**config.mk**
```make
export PLATFORM = sky130hd
export DESIGN_NAME = sst_div
export DESIGN_NICKNAME = d
export VERILOG_FILES = /design/src/hdl/sst_pkg.sv /design/src/hdl/sst_div.sv
export SDC_FILE = /design/constraint.sdc
export NUM_CORES = 1
export LEC_CHECK = 0
export BUFFER_PORTS_ARGS = -buffer_cell sky130_fd_sc_hd__buf_2
export CORE_ASPECT_RATIO = 0.7
export CORE_UTILIZATION = 55
export CTS_CLUSTER_DIAMETER = 200
export DETAILED_ROUTE_END_ITERATION = 12
export PLACE_DENSITY = 0.81
export SLEW_MARGIN = 20
export SYNTH_ARGS = -nofsm -noshare
export SYNTH_HDL_FRONTEND = slang
export SYNTH_SLANG_ARGS = --single-unit
```
**constraint.sdc**
```tcl
create_clock -name clk -period 5.58 [get_ports clk]
set_input_delay 0.558 -clock clk [delete_from_list [all_inputs] [get_ports clk]]
set_output_delay 0.558 -clock clk [all_outputs]
set_load 0.1 [all_outputs]
```
**src/hdl/sst_pkg.sv**
```systemverilog
// Shared types, constants and saturation helpers for the sphere tracer.
package sst_pkg;

  localparam int MAX_STEPS_DEF = 15;
  localparam int FRAC_BITS_DEF = 16;
  localparam int CFG_IDX_W = 3;
  localparam int CFG_DATA_W = 32;
  localparam logic [30:0] SIZE_RESET = 31'd65536;

  typedef enum logic [1:0] {
    SHAPE_SPHERE,
    SHAPE_BOX,
    SHAPE_TORUS,
    SHAPE_CYLINDER
  } shape_t;

  typedef enum logic [CFG_IDX_W-1:0] {
    REG_SHAPE,
    REG_CENTER_X,
    REG_CENTER_Y,
    REG_CENTER_Z,
    REG_SIZE_A,
    REG_SIZE_B,
    REG_SIZE_C
  } cfg_reg_t;

  localparam logic signed [35:0] S32_MAX = 36'sd2147483647;
  localparam logic signed [35:0] S32_MIN = -36'sd2147483648;
  localparam logic [35:0] MAG_LIMIT = 36'd2147483648;

  // Magnitude of a signed value, saturated at 2^31.
  function automatic logic [31:0] mag_sat(input logic signed [35:0] v);
    logic [35:0] m;
    m = v[35] ? 36'(-v) : 36'(v);
    if (m > MAG_LIMIT) begin
      return 32'h8000_0000;
    end
    return m[31:0];
  endfunction

  // Saturate a signed value to the signed 32-bit range.
  function automatic logic signed [31:0] sat32(input logic signed [35:0] v);
    if (v > S32_MAX) begin
      return 32'sh7fff_ffff;
    end
    if (v < S32_MIN) begin
      return 32'sh8000_0000;
    end
    return v[31:0];
  endfunction

endpackage

```
**src/hdl/sst_div.sv**
```systemverilog
// Restoring unsigned divider, one quotient bit per cycle.
module sst_div #(
  parameter int NW = 48
) (
  input  logic          clk,
  input  logic          rst,
  input  logic          go,
  input  logic [NW-1:0] num,
  input  logic [31:0]   den,
  output logic          done,
  output logic [NW-1:0] quot
);
  import sst_pkg::*;

  localparam int CW = $clog2(NW + 1);
  localparam logic [CW-1:0] LAST = CW'(NW - 1);

  logic [31:0]   rem;
  logic [NW-1:0] q;
  logic [CW-1:0] cnt;
  logic          run;
  logic [32:0]   rem_sh;

  assign rem_sh = {rem, q[NW-1]};
  assign quot = q;

  always_ff @(posedge clk) begin
    if (rst) begin
      run <= 1'b0;
      done <= 1'b0;
    end else begin
      done <= 1'b0;
      if (go) begin
        rem <= '0;
        q <= num;
        cnt <= '0;
        run <= 1'b1;
      end else if (run) begin
        if (rem_sh >= {1'b0, den}) begin
          rem <= 32'(rem_sh - {1'b0, den});
          q <= {q[NW-2:0], 1'b1};
        end else begin
          rem <= rem_sh[31:0];
          q <= {q[NW-2:0], 1'b0};
        end
        cnt <= cnt + 1'b1;
        if (cnt == LAST) begin
          run <= 1'b0;
          done <= 1'b1;
        end
      end
    end
  end

endmodule

```
**After elaboration in Yosys (flattened, before gate mapping)**

Index checks and enable logic that the tools add are counted.

- Input bits: 83
- Output and inout bits: 49
- Logic and storage cells: 24
- Register bits after elaboration: 88

- Bitwise operators: 2
- Eq/ne operators: 1
- Reduce and logical (&&, ||, !) cells: 3
- Muxes and demuxes: 10
- $lt $le $gt $ge: 1
- Add/subtract/negate cells: 2

Operators by type and width:

| kind | number |
|---|---|
| $mux 48 | 2 |
| $mux 32 | 2 |
| $ge 33x32->1 | 1 |
| $sub 32x32->32 | 1 |
| $add 6x1->6 const B | 1 |
| $eq 6x6->1 const B | 1 |
| $mux 6 | 1 |
| $mux 1 | 5 |
| $reduce_or 3->1 | 1 |
| $not 1->1 | 2 |
| $reduce_and 2->1 | 1 |
| $reduce_bool 2->1 | 1 |

**Logic depth before layout (Yosys ltp)**

Gate-level depths: netlist of run 1.

- Word-level depth: 4
- Depth in mapped cells: 14
- Gate-level depth less buffers: 12

**Least setup slack after synthesis of run 1**

Ideal clock, no wire load.

- Kind: input to register
- Start point: input port go
- End point: register cnt[0], enable pin
- Arrival: 4.485 ns
- Data required time: 5.048 ns
- Cell stages on the path: 3
- Path slack: 0.562 ns
- Setup time: 0.532 ns
- Path buffers: 1
- Cell sequence: clkbuf_1 nor2_1 nor2_1

- Longest elaborated chain between the ends: 2

RTL lines:

| item | line | source |
|---|---|---|
| start: declaration | sst_div.sv:7 | `input logic go,` |
| $reduce_bool 2->1 (no line) | n/a |  |
| $reduce_and 2->1 (no line) | n/a |  |
| end signal: assignment | sst_div.sv:46 | `cnt <= cnt + 1'b1;` |
| end: declaration | sst_div.sv:20 | `logic [CW-1:0] cnt;` |

Every way passes these cells.
A chain may end at the register's enable or synchronous reset.

**Final worst setup path of run 1**

- Start point: register rem[1]
- End point: register rem[13], data pin

- Longest elaborated chain between the ends: 3
- Elaborated cells on any way between the ends: 4
- Those cells by class: 1 x add/sub; 1 x order compare; 2 x mux

RTL lines:

| item | line | source |
|---|---|---|
| start: declaration | sst_div.sv:18 | `logic [31:0] rem;` |
| start signal: assignment | sst_div.sv:40 | `rem <= 32'(rem_sh - {1'b0, den});` |
| start signal: assignment | sst_div.sv:43 | `rem <= rem_sh[31:0];` |
| $sub 32x32->32 or $ge 33x32->1 (tied branches) | sst_div.sv:40, sst_div.sv:39 |  |
| $mux 32 (*) | sst_div.sv:39 | `if (rem_sh >= {1'b0, den}) begin` |
| $mux 32 (*) | sst_div.sv:38 | `end else if (run) begin` |

Every way passes the cells marked *; elsewhere a longest branch is shown, timed or not. The select of a mux whose other input is x is not followed.

==> flow_summary.yaml, run 1 <==
setup_path:
  reg2regPathDepth: 11
  r2r_start: "rem[1]"
  crit_chain: "ha_1 -> o211ai_1 -> a21oi_1 -> o21ai_1 -> a211o_1 -> o21a_4 -> o211ai_2 -> a41oi_4 -> buf_4 -> mux2i_1 -> nor2_1"
  cp-start-kind: "flop"
  worstPathRequired_ns: 5.62
  cp-startpoint: "rem[1]"
  crit_fanout: 23
  worst_path_max_delay_cell: "a41oi_4"
  crit_arrival_ns: 3.87
  max_stage_delay_ns: 0.92
  worstSetupPathType: "reg2reg"
  worstSetupEndpointType: "flop"
logic_synthesis:
  ys_types: 58
  async_reset_ff_frac: 0
  syn_avg_cell_area_um2: 11.1
  syn_nets: 631
  synth_area_leader_cell: "edfxtp_1"
  synth_cells: 514
  synthTopCellsByArea: "edfxtp_1 45%, mux2_2 9.3%, ha_1 7.2%, mux2i_1 5.1%, nor2_1 3.2%"
  synth-compound-area-share: 0.117
  synthMuxAreaShare: 0.143
  synth-simple-area-share: 0.106
  synth_edf_count: 86
  synth_top_family_by_area: "multiplexers"
  yosys.area_share.adder: 0.0757
  synth_area_um2: 5720
  yosysSeqAreaShare: 0.459
  synthXorXnorAreaFrac: 0.0505
  synth_ff_type: "edfxtp_1"
  synth_seq_cells: 88
  synth_top_area_share: 0.452
  yosysWarnings: 0
sta:
  finalClockSkew_ns: 0.00712
  finalCriticalPeriod_ns: 3.83
  slew-limit-headroom: 0.283
  timing.final.ws_setup_ns: 1.75
  setup-tns-final_ns: 0
  finalHoldViolCount: 0
  slew_violations: 0
  grt_setup_unrepaired: "false"
  layout_worst_path_cycle_share: 0.686
  tightest_slew_ns: 1.07
  finalSetupViolCount: 0
  timing.hold.ws_ns: 0.444
  fmax_mhz: 261
routing:
  drc: 0
  wl_met2_mm: 5.58
  dr.pass1.iters: 5
  wl_met3_um: 599
  drt_iter0_markers: 342
  wl_per_cell_um: 15.8
  antenna_left: 0
  num_vias: 4299
  wl_met1_mm: 5.93
  avgViaCountPerCell: 5.58
  top_layer_used: "met4"
  finalWirelength_mm: 12.2
final_layout:
  antenna_cells: 0
  layout.nets: 755
  syn_to_final_growth_pct: 19.1
  final_core_util: 0.687
  fin_area_um2: 6810
  drive_above_1_share: 0.328
  fin_cells: 771
  layout_commonest_cell: "buf_2"
  nFillCells: 763
  most-common-layout-cells: "130 x buf_2, 86 x edfxtp_1, 48 x nor2_1"
placed_design:
  placedInstanceArea_um2: 6450
  dp_cells: 754
  port_buffers: 131
  place_congestion: 0.900
  dp_hpwl_mm: 8.97
  dpl_worst_slack_ns: 1.52
grt:
  grt_pass1_vias: 4029
  grt_pass1_wl_mm: 19.2
  overflow: 0
  grt_max_degree: 91
  antenna_found_initial: 0
  track_usage: 0.231
floorplan:
  die_h_um: 87.3
  core_region_area_um2: 9910
  die_w_um: 124
  io_pins: 132
  rows: 30
  dieArea_um2: 10800
  initial_core_util: 0.577
pwr:
  power_leakage_nw: 2.97
  power_density_nw_per_um2: 325
  ir_worst_vdd_v: 0.000180
  finalPower_mw: 2.21
clock_tree:
  clk_path_buf_depth: 2
  path_clk_slew_ns: 0.07
  cts_made_buffers: 9
  clk_latency_ns: 0.34
  cts_resized: 0
  tritoncts: "built"
  clkSinkCount: 88
  root_buffer: "clkbuf_16"
  cts_hold_buf: 0
  htreeDepth: 3
  post_cts_buffers: 0
min_path:
  whs_path_depth: 2
  min_from: "rst"
  min_path_type: "in2reg"
run:
  cap_violations: 0
status:
  outcome: "finished clean"
[cell families after synthesis]
kind of cell               after synthesis
adders and majority gates               34
buffers and inverters                   60
muxes                                   76
AOI/OAI and AO/OA                       97
xor gates and xnor gates                33
and+or+nand+nor                        126
DFF                                     88
[synthesized netlist by cell type (3+ instances only)]
cell,number
nand3_1,7
nand2_1,27
nor2b_1,11
o21a_1,5
nand4_1,7
a21o_1,14
a211oi_2,3
ha_1,33
mux2i_1,29
nand2b_1,7
o21ai_0,11
nor4_1,3
xor2_1,15
clkbuf_1,13
inv_1,38
a211oi_1,4
buf_1,3
a21oi_1,31
o21bai_1,3
and3_1,4
mux2_2,47
a31oi_1,4
edfxtp_1,86
nor2_1,49
xnor2_1,18
[metal layers]
layer	track usage	up-vias
met5	0	-
met4	0.0504	0
met3	0.0438	9
met2	0.356	119
met1	0.335	2037
li1	-	2134
[layout make-up]
class                           count  area (um^2)  area share
Clock buffer                        9          225      0.0331
Clock inverter                      7          106      0.0156
Multi-Input combinational cell    366         2840       0.418
Inverter                           38          143      0.0210
Timing Repair Buffer              135          708       0.104
Sequential cell                    88         2620       0.385
Tap cell                          128          160      0.0235
[path summary, 6_finish.rpt]
path	endpoint	slack [ns]
worst min register to register	done	0.49
worst max-delay path	rem[13]	1.75
worst max register to register	rem[13]	1.75
worst min-delay path	done	0.44
[sequential cells by signal, indices dropped and copies added, names as in the netlist]
name / flops
cnt: 6
done: 1
quot: 48
rem: 32
run: 1
[where the power goes]
| group | internal, mW | switching [mW] |
|---|---|---|
| Combinational | 0.249 | 0.457 |
| Sequential | 0.800 | 0.0271 |
| Clock | 0.402 | 0.273 |
| Total | 1.45 | 0.758 |
[worst max-delay path, delay by kind of cell, from the launching register on]
family,cells,cell delay (ns)
multiplexers,1,0.22
AO/OA/AOI/OAI,7,2.04
flip-flops,1,0.41
AND/OR/NAND/NOR,1,0.07
buffers and inverters,1,0.42
adder cells (fa/ha/maj),1,0.36
No activity file was read; power rests on OpenSTA's default activity.
==> inputs of run 2 (changes only) <==
==> constraint.sdc (replaced) <==
create_clock -name clk -period 3.6 [get_ports clk]
set_input_delay 0.36 -clock clk [delete_from_list [all_inputs] [get_ports clk]]
set_output_delay 0.36 -clock clk [all_outputs]
set_load 0.1 [all_outputs]
==> flow_summary.yaml, run 2 (synthesis results as in run 1) <==
grt:
  antenna_found_initial: 0
  grt_pass1_vias: 4115
  grt_max_degree: 90
  track_usage: 0.246
  grt_pass1_wl_mm: 20.3
  overflow: 0
routing:
  antenna_left: 0
  finalWirelength_mm: 12.8
  num_vias: 4364
  wl_per_cell_um: 16.5
  drt_iter0_markers: 301
  drc: 0
  dr.pass1.iters: 5
  avgViaCountPerCell: 5.65
sta:
  finalHoldViolCount: 0
  layout_worst_path_cycle_share: 0.891
  setup-tns-final_ns: 0
  slew-limit-headroom: 0.300
  finalCriticalPeriod_ns: 3.21
  finalSetupViolCount: 0
  slew_violations: 0
  fmax_mhz: 312
  tightest_slew_ns: 1.05
  finalClockSkew_ns: 0.00449
  grt_setup_unrepaired: "false"
setup_path:
  worstSetupPathType: "reg2reg"
  cp-start-kind: "flop"
  crit_fanout: 3
  worstPathRequired_ns: 3.66
  crit_arrival_ns: 3.26
  worstSetupEndpointType: "flop"
  regToRegSetupSlack_ns: 0.39
clock_tree:
  root_buffer: "clkbuf_16"
  clkSinkCount: 88
  clk_latency_ns: 0.34
  cts_hold_buf: 0
  cts_made_buffers: 9
  cts_resized: 0
  path_clk_slew_ns: 0.07
  clk_path_buf_depth: 2
  htreeDepth: 3
  post_cts_buffers: 0
  tritoncts: "built"
pwr:
  ir_worst_vdd_v: 0.000302
  power_density_nw_per_um2: 495
  power_leakage_nw: 2.96
floorplan:
  dieArea_um2: 10800
  die_h_um: 87.3
  rows: 30
  core_region_area_um2: 9910
  die_w_um: 124
  initial_core_util: 0.577
  io_pins: 132
final_layout:
  drive_above_1_share: 0.329
  nFillCells: 769
  antenna_cells: 0
  syn_to_final_growth_pct: 18.7
  final_core_util: 0.685
  largest_register_ffs: 48
  fin_area_um2: 6790
  layout.nets: 757
  most-common-layout-cells: "130 x buf_2, 86 x edfxtp_1, 48 x nor2_1"
  layout_commonest_cell: "buf_2"
placed_design:
  port_buffers: 131
  place_congestion: 0.937
  placedInstanceArea_um2: 6480
  dp_hpwl_mm: 9.25
status:
  outcome: "finished clean"
run:
  cap_violations: 0
min_path:
  min_path_type: "in2reg"
-- run 2: final cells by class --
type / count / area [um^2] / area share
clock inverter: 7 / 80.1 / 0.0118
multi-input combinational: 366 / 2840 / 0.419
timing repair buffer: 137 / 716 / 0.105
clock buffer: 9 / 225 / 0.0332
inverter: 38 / 143 / 0.0210
tap: 128 / 160 / 0.0236
sequential: 88 / 2620 / 0.386
-- run 2: worst max-delay path: stages, from the launching register on --
cell      delay, ns
edfxtp_1       0.42
inv_1          0.14
ha_1           0.20
fa_1           0.21
nand2b_1       0.15
a21o_1         0.18
a211oi_1       0.09
or2_2          0.35
a211oi_1       0.53
o221ai_1       0.28
xnor2_1        0.17
mux2i_1        0.13
nor2_1         0.05
-- run 2: metal layers --
metal / vias up / global-route usage / wire, um
li1: 2131 / - / -
met1: 2071 / 0.354 / 6050
met2: 150 / 0.376 / 5910
met3: 12 / 0.0517 / 672
met4: 0 / 0.0657 / 150
met5: - / 0 / 0
-- run 2: final timing paths --
kind              startpoint  cells after the start      end
setup / recovery    quot[47]                     12  rem[26]
hold / removal           rst                      2     done
hold reg to reg          run                      1     done
setup reg to reg    quot[47]                     12  rem[26]
-- run 2: power by group --
group	switching (mW)	leakage [nW]	internal (mW)
clock	0.417	0.150	0.547
sequential	0.0440	0.846	1.24
combinational	0.720	1.96	0.389
total	1.18	2.96	2.18
-- run 2: per-stage QoR --
stage                     hold WS [ns]  total power, mW  worst slack (ns)  instances
after global placement           0.474             2.37             0.518        757
after CTS                        0.221             3.36             0.454        773
after detailed placement         0.484             2.40             0.408        757
final                            0.228             3.36             0.393        773
after floorplan                  0.437             2.18             0.234        514
after global routing             0.226             3.50             0.228        773
==> inputs of run 3 (changes only) <==
--- a/config.mk
+++ b/config.mk
@@ -5,7 +5,7 @@
 export SDC_FILE = /design/constraint.sdc
 export NUM_CORES = 1
 export LEC_CHECK = 0
-export BUFFER_PORTS_ARGS = -buffer_cell sky130_fd_sc_hd__buf_2
+export BUFFER_PORTS_ARGS = -buffer_cell sky130_fd_sc_hd__buf_4
 export CORE_ASPECT_RATIO = 0.7
 export CORE_UTILIZATION = 55
 export CTS_CLUSTER_DIAMETER = 200
==> flow_summary.yaml, run 3 (synthesis results as in run 1) <==
sta:
  slew_violations: 0
  grt_setup_unrepaired: "false"
  tightest_slew_ns: 0.718
  finalClockSkew_ns: 0.00619
  finalSetupViolCount: 0
  slew-limit-headroom: 0.522
  setup-tns-final_ns: 0
  finalHoldViolCount: 0
  finalCriticalPeriod_ns: 3.17
  fmax_mhz: 316
  layout_worst_path_cycle_share: 0.880
floorplan:
  die_w_um: 124
  die_h_um: 87.3
  rows: 30
  initial_core_util: 0.577
  io_pins: 132
  dieArea_um2: 10800
  core_region_area_um2: 9910
clock_tree:
  path_clk_slew_ns: 0.07
  tritoncts: "built"
  root_buffer: "clkbuf_16"
  post_cts_buffers: 0
  clk_path_buf_depth: 2
  clk_latency_ns: 0.34
  htreeDepth: 3
  cts_made_buffers: 9
  cts_hold_buf: 0
  cts_resized: 0
  clkSinkCount: 88
setup_path:
  worstPathRequired_ns: 3.67
  crit_fanout: 3
  crit_arrival_ns: 3.24
  worstSetupPathType: "reg2reg"
  cp-start-kind: "flop"
  worstSetupEndpointType: "flop"
pwr:
  seqPwrFrac: 0.380
  comb_power_share: 0.339
  power_switching_share: 0.346
  finalPower_mw: 3.39
  power_density_nw_per_um2: 477
  p_sw_mw: 1.17
  ir_worst_vdd_v: 0.000316
  p_int_mw: 2.21
  power_leakage_nw: 3.06
  power_frac_clock: 0.281
grt:
  antenna_found_initial: 0
  grt_pass1_wl_mm: 20.6
  grt_pass1_vias: 4153
  grt_max_degree: 57
  track_usage: 0.252
  overflow: 0
final_layout:
  fin_cells: 773
  syn_to_final_growth_pct: 24.0
  layout_commonest_cell: "buf_4"
  largest_register_ffs: 48
  final_core_util: 0.716
  drive_above_1_share: 0.327
  layout.nets: 757
  antenna_cells: 0
  most-common-layout-cells: "137 x buf_4, 86 x edfxtp_1, 48 x nor2_1"
placed_design:
  place_congestion: 0.928
  dp_hpwl_mm: 9.65
  dp_cells: 757
  port_buffers: 131
routing:
  drt_iter0_markers: 384
  num_vias: 4351
  finalWirelength_mm: 13.2
  avgViaCountPerCell: 5.63
  antenna_left: 0
  drc: 0
  dr.pass1.iters: 5
  wl_per_cell_um: 17.0
run:
  cap_violations: 0
min_path:
  min_path_type: "in2reg"
status:
  outcome: "finished clean"
run 3: cell types whose count changed in the layout (fill, tap and decap cells not counted), sizes merged:
cell      previous run  this run
inv                 40        39
clkinv               4         3
clkinvlp             0         1
clkbuf               9        10
run 3: power groups by stage:
stage          clock network, mW  registers [mW]  logic, mW
2_1_floorplan                  0            1.55      0.634
3_3_place_gp                   0            1.30       1.11
3_5_place_dp                   0            1.31       1.14
4_1_cts                    0.968            1.29       1.14
5_1_grt                     1.00            1.30       1.24
6_report                   0.952            1.29       1.15
run 3: critical path: stages (launching register included):
cell and delay (ns):
edfxtp_1 0.43, inv_1 0.13, ha_1 0.19, fa_1 0.21
nand2b_1 0.15, a21o_1 0.18, a211oi_1 0.08, or2_2 0.35
a211oi_1 0.53, o221ai_1 0.26, xnor2_1 0.17, mux2i_1 0.15
nor2_1 0.07
run 3: final timing paths:
| path | cells after the start | endpoint | slack, ns | from |
|---|---|---|---|---|
| worst max-delay path | 12 | rem[26] | 0.43 | quot[47] |
| worst min register to register | 1 | done | 0.49 | run |
| worst min-delay path | 2 | done | 0.20 | rst |
| worst max register to register | 12 | rem[26] | 0.43 | quot[47] |
run 3: metrics by stage:
stage	setup WS (ns)	hold WS [ns]	cell area, um^2
2_1_floorplan	0.234	0.437	5720
3_3_place_gp	0.540	0.466	6800
3_5_place_dp	0.459	0.485	6800
4_1_cts	0.497	0.198	7090
5_1_grt	0.262	0.206	7090
6_report	0.432	0.205	7090
run 3: cell type report:
cell class	count	area (um^2)
Tap cell	128	160
Clock inverter	6	67.6
Fill cell	742	2820
Sequential cell	88	2620
Multi-Input combinational cell	366	2840
Timing Repair Buffer	137	1030
Clock buffer	10	229
Inverter	38	143
run 3: per-layer routing:
| metal | vias up | GRT usage | wire length, um |
|---|---|---|---|
| li1 | 2133 | - | - |
| met3 | 10 | 0.0543 | 855 |
| met1 | 2047 | 0.361 | 6030 |
| met5 | - | 0 | 0 |
| met2 | 161 | 0.387 | 6140 |
| met4 | 0 | 0.0668 | 127 |
