File: src/hdl/sst_pkg.sv
// Shared types, constants and saturation helpers for the sphere tracer.
package sst_pkg;

  localparam int MAX_STEPS_DEF = 15;
  localparam int FRAC_BITS_DEF = 16;
  localparam int CFG_IDX_W = 3;
  localparam int CFG_DATA_W = 32;
  localparam logic [30:0] SIZE_RESET = 31'd65536;

  typedef enum logic [1:0] {
    SHAPE_SPHERE,
    SHAPE_BOX,
    SHAPE_TORUS,
    SHAPE_CYLINDER
  } shape_t;

  typedef enum logic [CFG_IDX_W-1:0] {
    REG_SHAPE,
    REG_CENTER_X,
    REG_CENTER_Y,
    REG_CENTER_Z,
    REG_SIZE_A,
    REG_SIZE_B,
    REG_SIZE_C
  } cfg_reg_t;

  localparam logic signed [35:0] S32_MAX = 36'sd2147483647;
  localparam logic signed [35:0] S32_MIN = -36'sd2147483648;
  localparam logic [35:0] MAG_LIMIT = 36'd2147483648;

  // Magnitude of a signed value, saturated at 2^31.
  function automatic logic [31:0] mag_sat(input logic signed [35:0] v);
    logic [35:0] m;
    m = v[35] ? 36'(-v) : 36'(v);
    if (m > MAG_LIMIT) begin
      return 32'h8000_0000;
    end
    return m[31:0];
  endfunction

  // Saturate a signed value to the signed 32-bit range.
  function automatic logic signed [31:0] sat32(input logic signed [35:0] v);
    if (v > S32_MAX) begin
      return 32'sh7fff_ffff;
    end
    if (v < S32_MIN) begin
      return 32'sh8000_0000;
    end
    return v[31:0];
  endfunction

endpackage

File: src/hdl/sst_isqrt.sv
// Iterative floor square root of a 64-bit value, one result bit per cycle.
module sst_isqrt (
  input  logic        clk,
  input  logic        rst,
  input  logic        go,
  input  logic [63:0] radicand,
  output logic        done,
  output logic [31:0] root
);
  import sst_pkg::*;

  logic [63:0] x;
  logic [63:0] r;
  logic [63:0] bit_r;
  logic [4:0]  cnt;
  logic        run;
  logic [64:0] trial;

  assign trial = {1'b0, r} + {1'b0, bit_r};
  assign root = r[31:0];

  always_ff @(posedge clk) begin
    if (rst) begin
      run <= 1'b0;
      done <= 1'b0;
    end else begin
      done <= 1'b0;
      if (go) begin
        x <= radicand;
        r <= '0;
        bit_r <= 64'h4000_0000_0000_0000;
        cnt <= '0;
        run <= 1'b1;
      end else if (run) begin
        if ({1'b0, x} >= trial) begin
          x <= x - trial[63:0];
          r <= (r >> 1) + bit_r;
        end else begin
          r <= r >> 1;
        end
        bit_r <= bit_r >> 2;
        cnt <= cnt + 5'd1;
        if (cnt == 5'd31) begin
          run <= 1'b0;
          done <= 1'b1;
        end
      end
    end
  end

endmodule

File: config.mk
export PLATFORM = sky130hd
export DESIGN_NAME = sst_isqrt
export DESIGN_NICKNAME = d
export VERILOG_FILES = /design/src/hdl/sst_pkg.sv /design/src/hdl/sst_isqrt.sv
export SDC_FILE = /design/constraint.sdc
export NUM_CORES = 1
export LEC_CHECK = 0
export BUFFER_PORTS_ARGS = -buffer_cell sky130_fd_sc_hd__buf_4
export CORE_UTILIZATION = 40
export CTS_CLUSTER_DIAMETER = 40
export CTS_CLUSTER_SIZE = 25
export DETAILED_ROUTE_END_ITERATION = 10
export PLACE_DENSITY = 0.58
export SETUP_SLACK_MARGIN = 0.4
export SLEW_MARGIN = 25
export SYNTH_ARGS = -nofsm -noshare
export SYNTH_HDL_FRONTEND = slang
export SYNTH_SLANG_ARGS = --single-unit
File: constraint.sdc
create_clock -name clk -period 18.7 [get_ports clk]
set_input_delay 0.935 -clock clk [delete_from_list [all_inputs] [get_ports clk]]
set_output_delay 0.935 -clock clk [all_outputs]
set_load 0.01 [all_outputs]
== Yosys cells after proc, flatten, opt, wreduce, memory -nomap -nowiden ==
Index checks and enable logic that the tools add are counted.
Word-level totals
  bits in registers: 167
  input bits: 67
  output and inout bits: 33
  word-level logic and storage cells: 30
Cells by class
  add/subtract/negate cells: 4
  magnitude comparators: 1
  equality and inequality tests: 1
  multiplexer cells: 11
  bitwise operators: 2
  reductions and logical operators: 5
Operator list (number)
  64-bit two-way mux: 5
  64-bit by 63-bit adder with 65-bit output: 1
  64-bit by 65-bit greater-or-equal comparator with 1-bit output: 1
  63-bit by 63-bit adder with 64-bit output: 1
  64-bit subtractor: 1
  63-bit two-way mux: 1
  5-bit by 1-bit adder with 5-bit output (second input constant): 1
  5-bit == test (second input constant): 1
  5-bit two-way mux: 1
  1-bit two-way mux: 4
  2-bit nonzero test: 2
  3-bit AND reduction: 1
  3-bit OR reduction: 1
  1-bit NOT: 2
  2-bit AND reduction: 1

== Longest topological paths before layout ==
Gate-level depths: netlist (run 1).
  word-level depth: 5
  depth in mapped cells: 28

== Least setup slack after synthesis (run 1) ==
No wires, ideal clock.
  path type: input to register
  from: input go
  to: register x[0] (enable)
  library setup time: 0.427 ns
  data arrival time: 7.551 ns
  required time: 18.273 ns
  slack: 10.722 ns
  stages on the path: 5
  cell sequence: clkbuf_1 -> clkbuf_1 -> nor2_1 -> nor2_1 -> o21a_1
Between the ends
  cells in the longest elaborated chain, start to end: 2
  elaborated cells on any way between the ends: 3
  those cells by class: reduce/logical (3)
Ends and longest elaborated chain
  start, declared: RTL line sst_isqrt.sv:5  | input logic go,
  2-bit nonzero test (no line)
  3-bit AND reduction (no line) *
  end signal, assigned: RTL line sst_isqrt.sv:29  | x <= radicand;
  end signal, assigned: RTL line sst_isqrt.sv:36  | x <= x - trial[63:0];
  end, declared: RTL line sst_isqrt.sv:12  | logic [63:0] x;
Every way passes the cells marked *; elsewhere a longest branch is shown, timed or not.
A chain may end at the register's enable or synchronous reset.

== Final worst setup path (run 1) ==
  from: register r[2]
  to: register r[49] (data pin)
Between the ends
  cells in the longest elaborated chain, start to end: 4
  elaborated cells on any way between the ends: 5
  those cells by class: add/sub (2); order compare (1); mux (2)
Ends and longest elaborated chain
  start, declared: RTL line sst_isqrt.sv:13  | logic [63:0] r;
  start signal, assigned: RTL line sst_isqrt.sv:37  | r <= (r >> 1) + bit_r;
  start signal, assigned: RTL line sst_isqrt.sv:39  | r <= r >> 1;
  64-bit by 63-bit adder with 65-bit output: RTL line sst_isqrt.sv:19  | assign trial = {1'b0, r} + {1'b0, bit_r};
  64-bit by 65-bit greater-or-equal comparator with 1-bit output: RTL line sst_isqrt.sv:35  | if ({1'b0, x} >= trial) begin
  64-bit two-way mux *: RTL line sst_isqrt.sv:35
  64-bit two-way mux *: RTL line sst_isqrt.sv:34  | end else if (run) begin
Every way passes the cells marked *; elsewhere a longest branch is shown, timed or not. The select of a mux whose other input is x is not followed.

==> flow_summary.json, run 1 <==
{
  "status": "finished, final reports clean",
  "synthFlopType": "edfxtp_1",
  "synth_area_leader_cell": "edfxtp_1",
  "grt_pass1_vias": 12300,
  "end_kind": "flip-flop",
  "cts_buffers": 17,
  "drc": 0,
  "period_minus_slack_ns": 7.56,
  "gr-total-overflow": 0,
  "gp_congestion": 0.865,
  "ios": 100,
  "via_per_inst": 5.83,
  "peakVddDrop_mv": 0.0467,
  "finalClockSkew_ns": 0.0132,
  "path_class": "flip-flop to flip-flop",
  "slew_headroom": 0.343,
  "grt_pass1_wl_mm": 65.7,
  "synth_cell_types": 86,
  "synth_area_leaders": "edfxtp_1 33%, ha_1 11%, nand2_1 4.8%, o21ai_0 4.7%, xor2_1 4.7%",
  "hp-class": "flip-flop to flip-flop",
  "drive_above_1_share": 0.106,
  "row_count": 70,
  "synth_edf_count": 165,
  "ys_seq_area_frac": 0.332,
  "clock-root-buffer": "clkbuf_16",
  "port-buffer-count": 99,
  "final.setup.tns_ns": 0,
  "cts_sinks": 167,
  "cts_tree": "yes",
  "dp_hpwl_mm": 31.1,
  "postCtsSetupRepairBufs": 0,
  "start_util": 0.408,
  "antenna_cells": 0,
  "ant_nets": 0,
  "clkLatencyLatePin_ns": 0.46,
  "area_growth_pct": 9.98,
  "htree_levels": 4,
  "path_clk_slew_ns": 0.08,
  "grt_usage": 0.216,
  "post_cts_resized": 0,
  "fmax_mhz": 132,
  "synth_top_area_share": 0.330,
  "syn_area_per_cell_um2": 8.82,
  "die_area_um2": 38300,
  "die_x_um": 196,
  "ctsHoldBuffers": 0,
  "coreArea_um2": 36800,
  "ys.warnings.count": 0,
  "tightest_slew_ns": 0.985,
  "drtIter0Drc": 928,
  "synth_seq_cells": 167,
  "rsz0062_at_grt": "false",
  "synth_nets": 1904,
  "synthArstFlopShare": 0,
  "critPathArrivalTime_ns": 7.76,
  "clk_path_buf_depth": 2,
  "fin_nets": 1937,
  "setup_viol": 0,
  "drtPass1Iterations": 7,
  "vias": 12900,
  "cp-start-kind": "flip-flop",
  "yosysMostFrequentCell": "nand2_1",
  "wl_per_cell_um": 18.6,
  "grt_max_degree": 82,
  "crit_fanout": 77,
  "die_y_um": 196,
  "fin_crit_sh": 0.404,
  "drv_slew": 0,
  "finalHoldViolations": 0,
  "powerDensity_nw_per_um2": 98.2,
  "stdcell_area_um2": 16500,
  "synth_area_um2": 15000,
  "drt_wl_total_mm": 41.3,
  "synth_common_cells": "191 x nand2_1, 165 x edfxtp_1, 142 x o21ai_0",
  "p_leak_nw": 6.29,
  "place_area_um2": 15900,
  "antenna_found_initial": 0,
  "required_ns": 18.90,
  "syn_inst": 1704,
  "maxCapViolations": 0
}
through the flow:
| step | hold WS [ns] | cells | worst slack (ns) | utilization | total power, mW |
|---|---|---|---|---|---|
| after floorplan | 0.463 | 1704 | 10.72 | - | 1.07 |
| after global placement | 0.488 | 2185 | 11.44 | 0.433 | 1.25 |
| after detailed placement | 0.486 | 2185 | 11.18 | 0.433 | 1.25 |
| after CTS | 0.509 | 2217 | 11.13 | 0.449 | 1.63 |
| after global routing | 0.526 | 2218 | 10.62 | 0.449 | 1.73 |
| final | 0.504 | 2218 | 11.14 | 0.449 | 1.62 |
sequential cells by signal (all words and copies together) (netlist names):
register and cells:
r 64, x 64, bit_r 32, cnt 5, done 1, run 1
kinds of logic (layout without fill, tap and decap cells):
kind of cell,Yosys count,in the layout,share of synthesized area
flops,167,167,0.332
mux,7,7,0.00525
fa+ha+maj,133,133,0.111
buf+inv,124,170,0.0406
simple gates,561,561,0.183
xor+xnor,152,152,0.0886
compound gates,560,560,0.239
final timing paths:
check        slack [ns]     to  startpoint  cells past startpoint
max reg2reg       11.14  r[49]        r[2]                     24
max               11.14  r[49]        r[2]                     24
min                0.50   done         run                      1
min reg2reg        0.50   done         run                      1
cell usage in the layout (no fill, tap or decap), types with 40 or more instances in the layout:
master,netlist,layout
a21o_1,40,40
xnor2_1,72,72
o21ai_0,142,142
a21oi_1,135,135
edfxtp_1,165,165
ha_1,132,132
nor2_1,123,122
buf_4,34,103
nand2_1,191,191
nor2b_1,62,62
xor2_1,80,80
a31oi_1,58,58
per-layer routing:
layer	vias up	GRT usage	part of all wire
li1	6405	-	-
met1	6187	0.297	0.47
met2	292	0.353	0.47
met3	47	0.0301	0.041
met4	0	0.0616	0.018
met5	-	0	0
where the power goes:
part	leakage [nW]	internal [mW]	switching, mW
Combinational	4.40	0.294	0.447
Sequential	1.61	0.475	0.0406
Clock	0.274	0.189	0.178
final cells by class:
type	count	area [um2]
Fill cell	3638	20300
Multi-Input combinational cell	1413	9430
Sequential cell	167	4990
Timing Repair Buffer	105	805
Tap cell	468	586
Clock buffer	17	425
Clock inverter	15	155
Inverter	33	124
critical path: stages (launching register included):
cell and delay, ns:
edfxtp_1 0.47, ha_1 0.39, a31o_2 0.24, a31oi_1 0.32, o21ai_1 0.21, a21oi_1 0.42, o21ai_1 0.32, a31o_2 0.36
a31oi_1 0.26, o21bai_1 0.14, a21o_1 0.22, a31oi_1 0.20, xor2_1 0.09, ha_1 0.37, nand2_1 0.16, nor4_4 0.37
nand4_1 0.18, or4_4 0.53, o31ai_4 0.25, o21ai_2 0.15, a21boi_4 0.20, o211a_2 0.22, buf_4 0.63, o21ai_1 0.18
mux2_1 0.35
Note: power is estimated with default switching activity, not from simulation.
==> run 2: changes to the inputs <==
--- a/config.mk
+++ b/config.mk
@@ -5,12 +5,13 @@
 export SDC_FILE = /design/constraint.sdc
 export NUM_CORES = 1
 export LEC_CHECK = 0
+export ABC_AREA = 1
 export BUFFER_PORTS_ARGS = -buffer_cell sky130_fd_sc_hd__buf_4
 export CORE_UTILIZATION = 40
 export CTS_CLUSTER_DIAMETER = 40
 export CTS_CLUSTER_SIZE = 25
 export DETAILED_ROUTE_END_ITERATION = 10
-export PLACE_DENSITY = 0.58
+export PLACE_DENSITY = 0.59
 export SETUP_SLACK_MARGIN = 0.4
 export SLEW_MARGIN = 25
 export SYNTH_ARGS = -nofsm -noshare
==> constraint.sdc (replaced) <==
create_clock -name clk -period 6.2 [get_ports clk]
set_input_delay 0.31 -clock clk [delete_from_list [all_inputs] [get_ports clk]]
set_output_delay 0.31 -clock clk [all_outputs]
set_load 0.01 [all_outputs]
==> flow_summary.json, run 2 <==
{
  "final.setup.tns_ns": 0,
  "pre_cts_slack_ns": 0.285,
  "powerDensity_nw_per_um2": 285,
  "tightest_slew_ns": 1.06,
  "via_per_inst": 5.50,
  "path_clk_slew_ns": 0.07,
  "drc": 0,
  "place_inst": 3588,
  "cts_tree": "yes",
  "rsz0062_at_grt": "false",
  "cts_buffers": 17,
  "dr_wl_met3_mm": 3.95,
  "crit_buf_inv": 3,
  "crit_fanout": 65,
  "path_class": "flip-flop to flip-flop",
  "p_leak_nw": 8.87,
  "synth_area_leader_cell": "edfxtp_1",
  "synth_seq_cells": 167,
  "synth_common_cells": "789 x nand2_1, 393 x nor2_1, 387 x inv_1",
  "top_layer": "met4",
  "synth_top_area_share": 0.264,
  "area_growth_pct": 9.77,
  "syn_area_per_cell_um2": 6.39,
  "dp_hpwl_mm": 61.7,
  "row_count": 79,
  "synth_area_um2": 18800,
  "synth_cell_types": 49,
  "reg_top3": "r: 64 flops, x: 64 flops, bit_r: 32 flops",
  "cp-start-kind": "flip-flop",
  "period_minus_slack_ns": 5.47,
  "worstSetupStartpoint": "bit_r[20]",
  "path_cells": "ha_1 > nand2_1 > o21ai_0 > nand2_1 > o21ai_0 > a21oi_1 > o21ai_1 > a21oi_1 > o21ai_1 > xnor2_1 > ha_1 > inv_1 > o21ai_0 > a21oi_1 > o21ai_0 > a21oi_1 > nand3_1 > nand3_2 > nand2_2 > buf_12 > nor2_4 > buf_4 > nand2_1 > nand2_1",
  "required_ns": 6.45,
  "fin_hold_ws_ns": 0.0862,
  "fin_crit_sh": 0.882,
  "fmax_mhz": 183,
  "synthFlopType": "edfxtp_1",
  "ios": 100,
  "die_y_um": 219,
  "layout_commonest_cell": "nand2_1",
  "critPathArrivalTime_ns": 5.72,
  "start_util": 0.405,
  "ys_seq_area_frac": 0.266,
  "cts_sinks": 167,
  "die_x_um": 219,
  "wl_per_cell_um": 20.6,
  "vias": 19900,
  "drive_above_1_share": 0.0667,
  "fillers": 5081,
  "finalClockSkew_ns": 0.0175,
  "hp-class": "primary input to flip-flop",
  "clock-root-buffer": "clkbuf_16",
  "synth_xor_area_frac": 0.0545,
  "m1WireLength_mm": 32.1,
  "setup_viol": 0,
  "worst_path_dominant_cell_family": "compound AO/OA/AOI/OAI gates",
  "drtIter0Drc": 1677,
  "synth_nets": 3141,
  "synth_edf_count": 165,
  "maxCapViolations": 0,
  "yosysMostFrequentCell": "nand2_1",
  "met2_wirelength_mm": 34.6,
  "final_cells": 3622,
  "peakVddDrop_mv": 0.207,
  "gp_congestion": 0.986,
  "slew_headroom": 0.286,
  "status": "finished, final reports clean",
  "grt_max_degree": 66,
  "drv_slew": 0,
  "drt_wl_total_mm": 74.5,
  "grt_pass1_vias": 19300,
  "hold_path.startpoint": "radicand[13]",
  "grt_usage": 0.314,
  "grt_pass1_wl_mm": 111,
  "synth_mux_area_frac": 0,
  "critPathMaxStageDelay_ns": 0.45,
  "gr-total-overflow": 0,
  "layout_common_cells": "789 x nand2_1, 393 x nor2_1, 385 x inv_1",
  "ant_nets": 0,
  "htree_levels": 4,
  "clkLatencyLatePin_ns": 0.50,
  "synth_top_family_by_area": "simple AND/OR/NAND/NOR gates",
  "synth_compound_area_frac": 0.149,
  "synth_simple_gate_area_frac": 0.338,
  "end_kind": "flip-flop",
  "drtPass1Iterations": 6,
  "fin_nets": 3201,
  "rr_startpoint": "bit_r[20]",
  "die_area_um2": 47900,
  "synth_area_leaders": "edfxtp_1 26%, nand2_1 16%, ha_1 8.8%, nor2_1 7.8%, inv_1 7.7%",
  "port-buffer-count": 99,
  "synthArstFlopShare": 0,
  "slowest_stage": "edfxtp_1",
  "synth_fa_ha_area_frac": 0.0889,
  "clk_path_buf_depth": 2,
  "antenna_found_initial": 0,
  "ys.warnings.count": 0,
  "fin_ws_ns": 0.732,
  "finalHoldViolations": 0,
  "coreArea_um2": 46500,
  "post-route-util": 0.444,
  "syn_inst": 2941
}
run 2: cell count changes in the layout (fill, tap and decap cells not counted), sizes merged, moves of 35 or more:
cell / change
a21oi: +68
a31oi: -35
inv: +356
nand2: +601
nand3: +201
nor2: +274
nor2b: -62
o21ai: +72
run 2: area by class of cell:
class	count	area, um2	share of cell area
Sequential cell	167	4990	0.242
Clock buffer	19	433	0.0210
Tap cell	607	759	0.0368
Antenna cell	1	2.50	0.000121
Timing Repair Buffer	121	936	0.0453
Inverter	392	1470	0.0714
Clock inverter	13	160	0.00776
Multi-Input combinational cell	2302	11900	0.576
run 2: logic make-up after synthesis:
| kind of cell | count (synthesis) |
|---|---|
| AO/OA/AOI/OAI | 518 |
| XOR/XNOR | 117 |
| adder cells (fa/ha/maj) | 133 |
| buffers and inverters | 472 |
| flip-flops | 167 |
| AND/OR/NAND/NOR | 1534 |
run 2: per-stage QoR:
stage               cell area [um2]  power, mW
CTS                           20600       5.84
detailed placement            20000       4.69
finish                        20600       5.88
global route                  20600       6.27
global placement              20000       4.67
floorplan                     18800       3.71
run 2: path summary, 6_finish.rpt:
path	to	slack, ns	depth (start not counted)
worst max-delay path	r[56]	0.73	24
worst min-delay path	x[13]	0.09	3
worst max register to register	r[56]	0.73	24
worst min register to register	done	0.51	2
run 2: what timing repair did:
action | in CTS | in global routing
hold endpoints to repair | 1 | 0
pin swaps | 0 | 0
endpoints found under the setup margin | 33 | 91
hold buffers | 1 | 0
buffers inserted | 0 | 0
resized for setup | 2 | 7
run 2: power by group:
| group | total (mW) | internal [mW] | switching [mW] |
|---|---|---|---|
| registers | 1.63 | 1.45 | 0.184 |
| logic | 3.11 | 1.01 | 2.10 |
| clock network | 1.14 | 0.606 | 0.534 |
| total | 5.88 | 3.06 | 2.82 |
run 2: layer usage:
| layer | track usage | vias up |
|---|---|---|
| met4 | 0.169 | 0 |
| met5 | 0 | - |
| li1 | - | 9819 |
| met1 | 0.399 | 9261 |
| met2 | 0.523 | 680 |
| met3 | 0.0317 | 163 |
run 2: worst reg2reg max path, stage by stage (launching register included):
cell and delay [ns]:
edfxtp_1 0.45, ha_1 0.39, nand2_1 0.11, o21ai_0 0.36, nand2_1 0.13, o21ai_0 0.39, a21oi_1 0.07, o21ai_1 0.22
a21oi_1 0.19, o21ai_1 0.18, xnor2_1 0.18, ha_1 0.42, inv_1 0.08, o21ai_0 0.24, a21oi_1 0.15, o21ai_0 0.32
a21oi_1 0.09, nand3_1 0.24, nand3_2 0.15, nand2_2 0.14, buf_12 0.29, nor2_4 0.11, buf_4 0.22, nand2_1 0.08
nand2_1 0.06
==> run 3: changes to the inputs <==
--- a/config.mk
+++ b/config.mk
@@ -7,6 +7,7 @@
 export LEC_CHECK = 0
 export ABC_AREA = 1
 export BUFFER_PORTS_ARGS = -buffer_cell sky130_fd_sc_hd__buf_4
+export CORE_ASPECT_RATIO = 1.1
 export CORE_UTILIZATION = 40
 export CTS_CLUSTER_DIAMETER = 40
 export CTS_CLUSTER_SIZE = 25
==> flow_summary.json, run 3 (synthesized netlist as in run 2, its figures left out) <==
{
  "min_path_cells": 3,
  "htree_levels": 4,
  "hp-class": "primary input to flip-flop",
  "fin_crit_sh": 0.885,
  "ant_nets": 0,
  "wl_per_cell_um": 21.0,
  "clkLatencyLatePin_ns": 0.52,
  "layout_common_cells": "789 x nand2_1, 393 x nor2_1, 385 x inv_1",
  "drc": 0,
  "p_total_mw": 5.94,
  "reg_top3": "r: 64 flops, x: 64 flops, bit_r: 32 flops",
  "tightest_slew_ns": 0.936,
  "reg2reg_setup_slack_ns": 0.71,
  "row_count": 82,
  "maxCapViolations": 0,
  "start_util": 0.409,
  "cp-start-kind": "flip-flop",
  "grtUsageMet1": 0.385,
  "coreArea_um2": 46000,
  "grt_pass1_wl_mm": 113,
  "peakVddDrop_mv": 0.172,
  "finalClockSkew_ns": 0.0175,
  "rr_startpoint": "r[20]",
  "stdcell_area_um2": 20700,
  "multi_input_area_um2": 11900,
  "antenna_cells": 0,
  "crit_top_cell": "nand2_1",
  "rsz0062_at_grt": "false",
  "setup_viol": 0,
  "required_ns": 6.40,
  "worstRegToRegCells": 25,
  "ios": 100,
  "slowest_stage": "edfxtp_1",
  "grt_usage": 0.316,
  "grtUsageMet3": 0.0313,
  "endpoint": "x[63]",
  "gr-total-overflow": 0,
  "clock-root-buffer": "clkbuf_16",
  "use_met2": 0.544,
  "via_per_inst": 5.57,
  "worstSetupStartpoint": "r[20]",
  "cts_sinks": 167,
  "die_x_um": 209,
  "die_y_um": 229,
  "fin_hold_ws_ns": 0.0697,
  "end_kind": "flip-flop",
  "die_area_um2": 47900,
  "dp_hpwl_mm": 62.0,
  "powerDensity_nw_per_um2": 287,
  "gp_congestion": 1.07,
  "p_leak_nw": 8.89,
  "slew_headroom": 0.369,
  "period_minus_slack_ns": 5.49,
  "drt_wl_total_mm": 75.6,
  "fin_nets": 3200,
  "cts_tree": "yes",
  "layout_commonest_cell": "nand2_1",
  "fin_ws_ns": 0.713,
  "path_class": "flip-flop to flip-flop",
  "drtIter0Drc": 1784,
  "critPathMaxStageDelay_ns": 0.56,
  "place_area_um2": 20000,
  "path_clk_slew_ns": 0.08,
  "vias": 20100,
  "critPathArrivalTime_ns": 5.69,
  "drv_slew": 0,
  "area_growth_pct": 9.83,
  "post-route-util": 0.449,
  "grt-busiest-layer": "met2",
  "finalHoldViolations": 0,
  "r2r-end": "x[63]",
  "cts_buffers": 17,
  "fmax_mhz": 182,
  "crit_fanout": 32,
  "antenna_found_initial": 0,
  "status": "finished, final reports clean",
  "place_inst": 3566,
  "port-buffer-count": 99,
  "drtPass1Iterations": 6,
  "pre_cts_slack_ns": 0.515,
  "final_cells": 3601,
  "clk_path_buf_depth": 2,
  "grt_max_degree": 104,
  "fillers": 4979,
  "grt_pass1_vias": 19500,
  "regArea_um2": 4990,
  "drive_above_1_share": 0.0670,
  "final.setup.tns_ns": 0
}
run 3: changes by cell type in the layout (fill, tap and decap cells not counted), sizes merged:
cell	change
clkinv	+3
clkbuf	-1
diode	-1
clkinvlp	-1
buf	-2
run 3: how the worst min path moves through the flow:
stage | startpoint | end | slack [ns]
global placement | run | done | 0.48
finish | radicand[1] | x[1] | 0.07
CTS | radicand[12] | x[12] | 0.05
detailed placement | run | done | 0.50
global route | radicand[25] | x[25] | 0.08
floorplan | rst | done | 0.39
run 3: worst max-delay path: cells and delay by family (launching register included):
family / cells / cell delay (ns)
AOI/OAI and AO/OA: 7 / 1.20
and+or+nand+nor: 11 / 1.60
buffers and inverters: 4 / 0.73
xor gates and xnor gates: 1 / 0.18
adders and majority gates: 2 / 0.89
DFF: 1 / 0.56
run 3: power by group:
part	internal [mW]	switching, mW	total [mW]
Combinational	1.01	2.12	3.13
Clock	0.610	0.568	1.18
Sequential	1.45	0.180	1.63
run 3: timing repair:
item / in CTS / in global routing
setup buffers: 0 / 1
endpoints found under the hold margin: 1 / 0
setup endpoints to repair: 0 / 130
resized for setup: 0 / 8
hold buffers: 1 / 0
run 3: per-layer routing:
layer | part of all wire | vias to the layer above
met3 | 0.047 | 175
met4 | 0.056 | 0
li1 | - | 9803
met5 | 0 | -
met1 | 0.42 | 9421
met2 | 0.48 | 658
run 3: cell type report:
cell class | instances | area share
repair buffers | 120 | 0.0463
well taps | 588 | 0.0356
flip-flops and latches | 167 | 0.242
inverters | 392 | 0.0713
clock inverters | 15 | 0.00903
multi-input cells | 2302 | 0.575
clock buffers | 17 | 0.0206
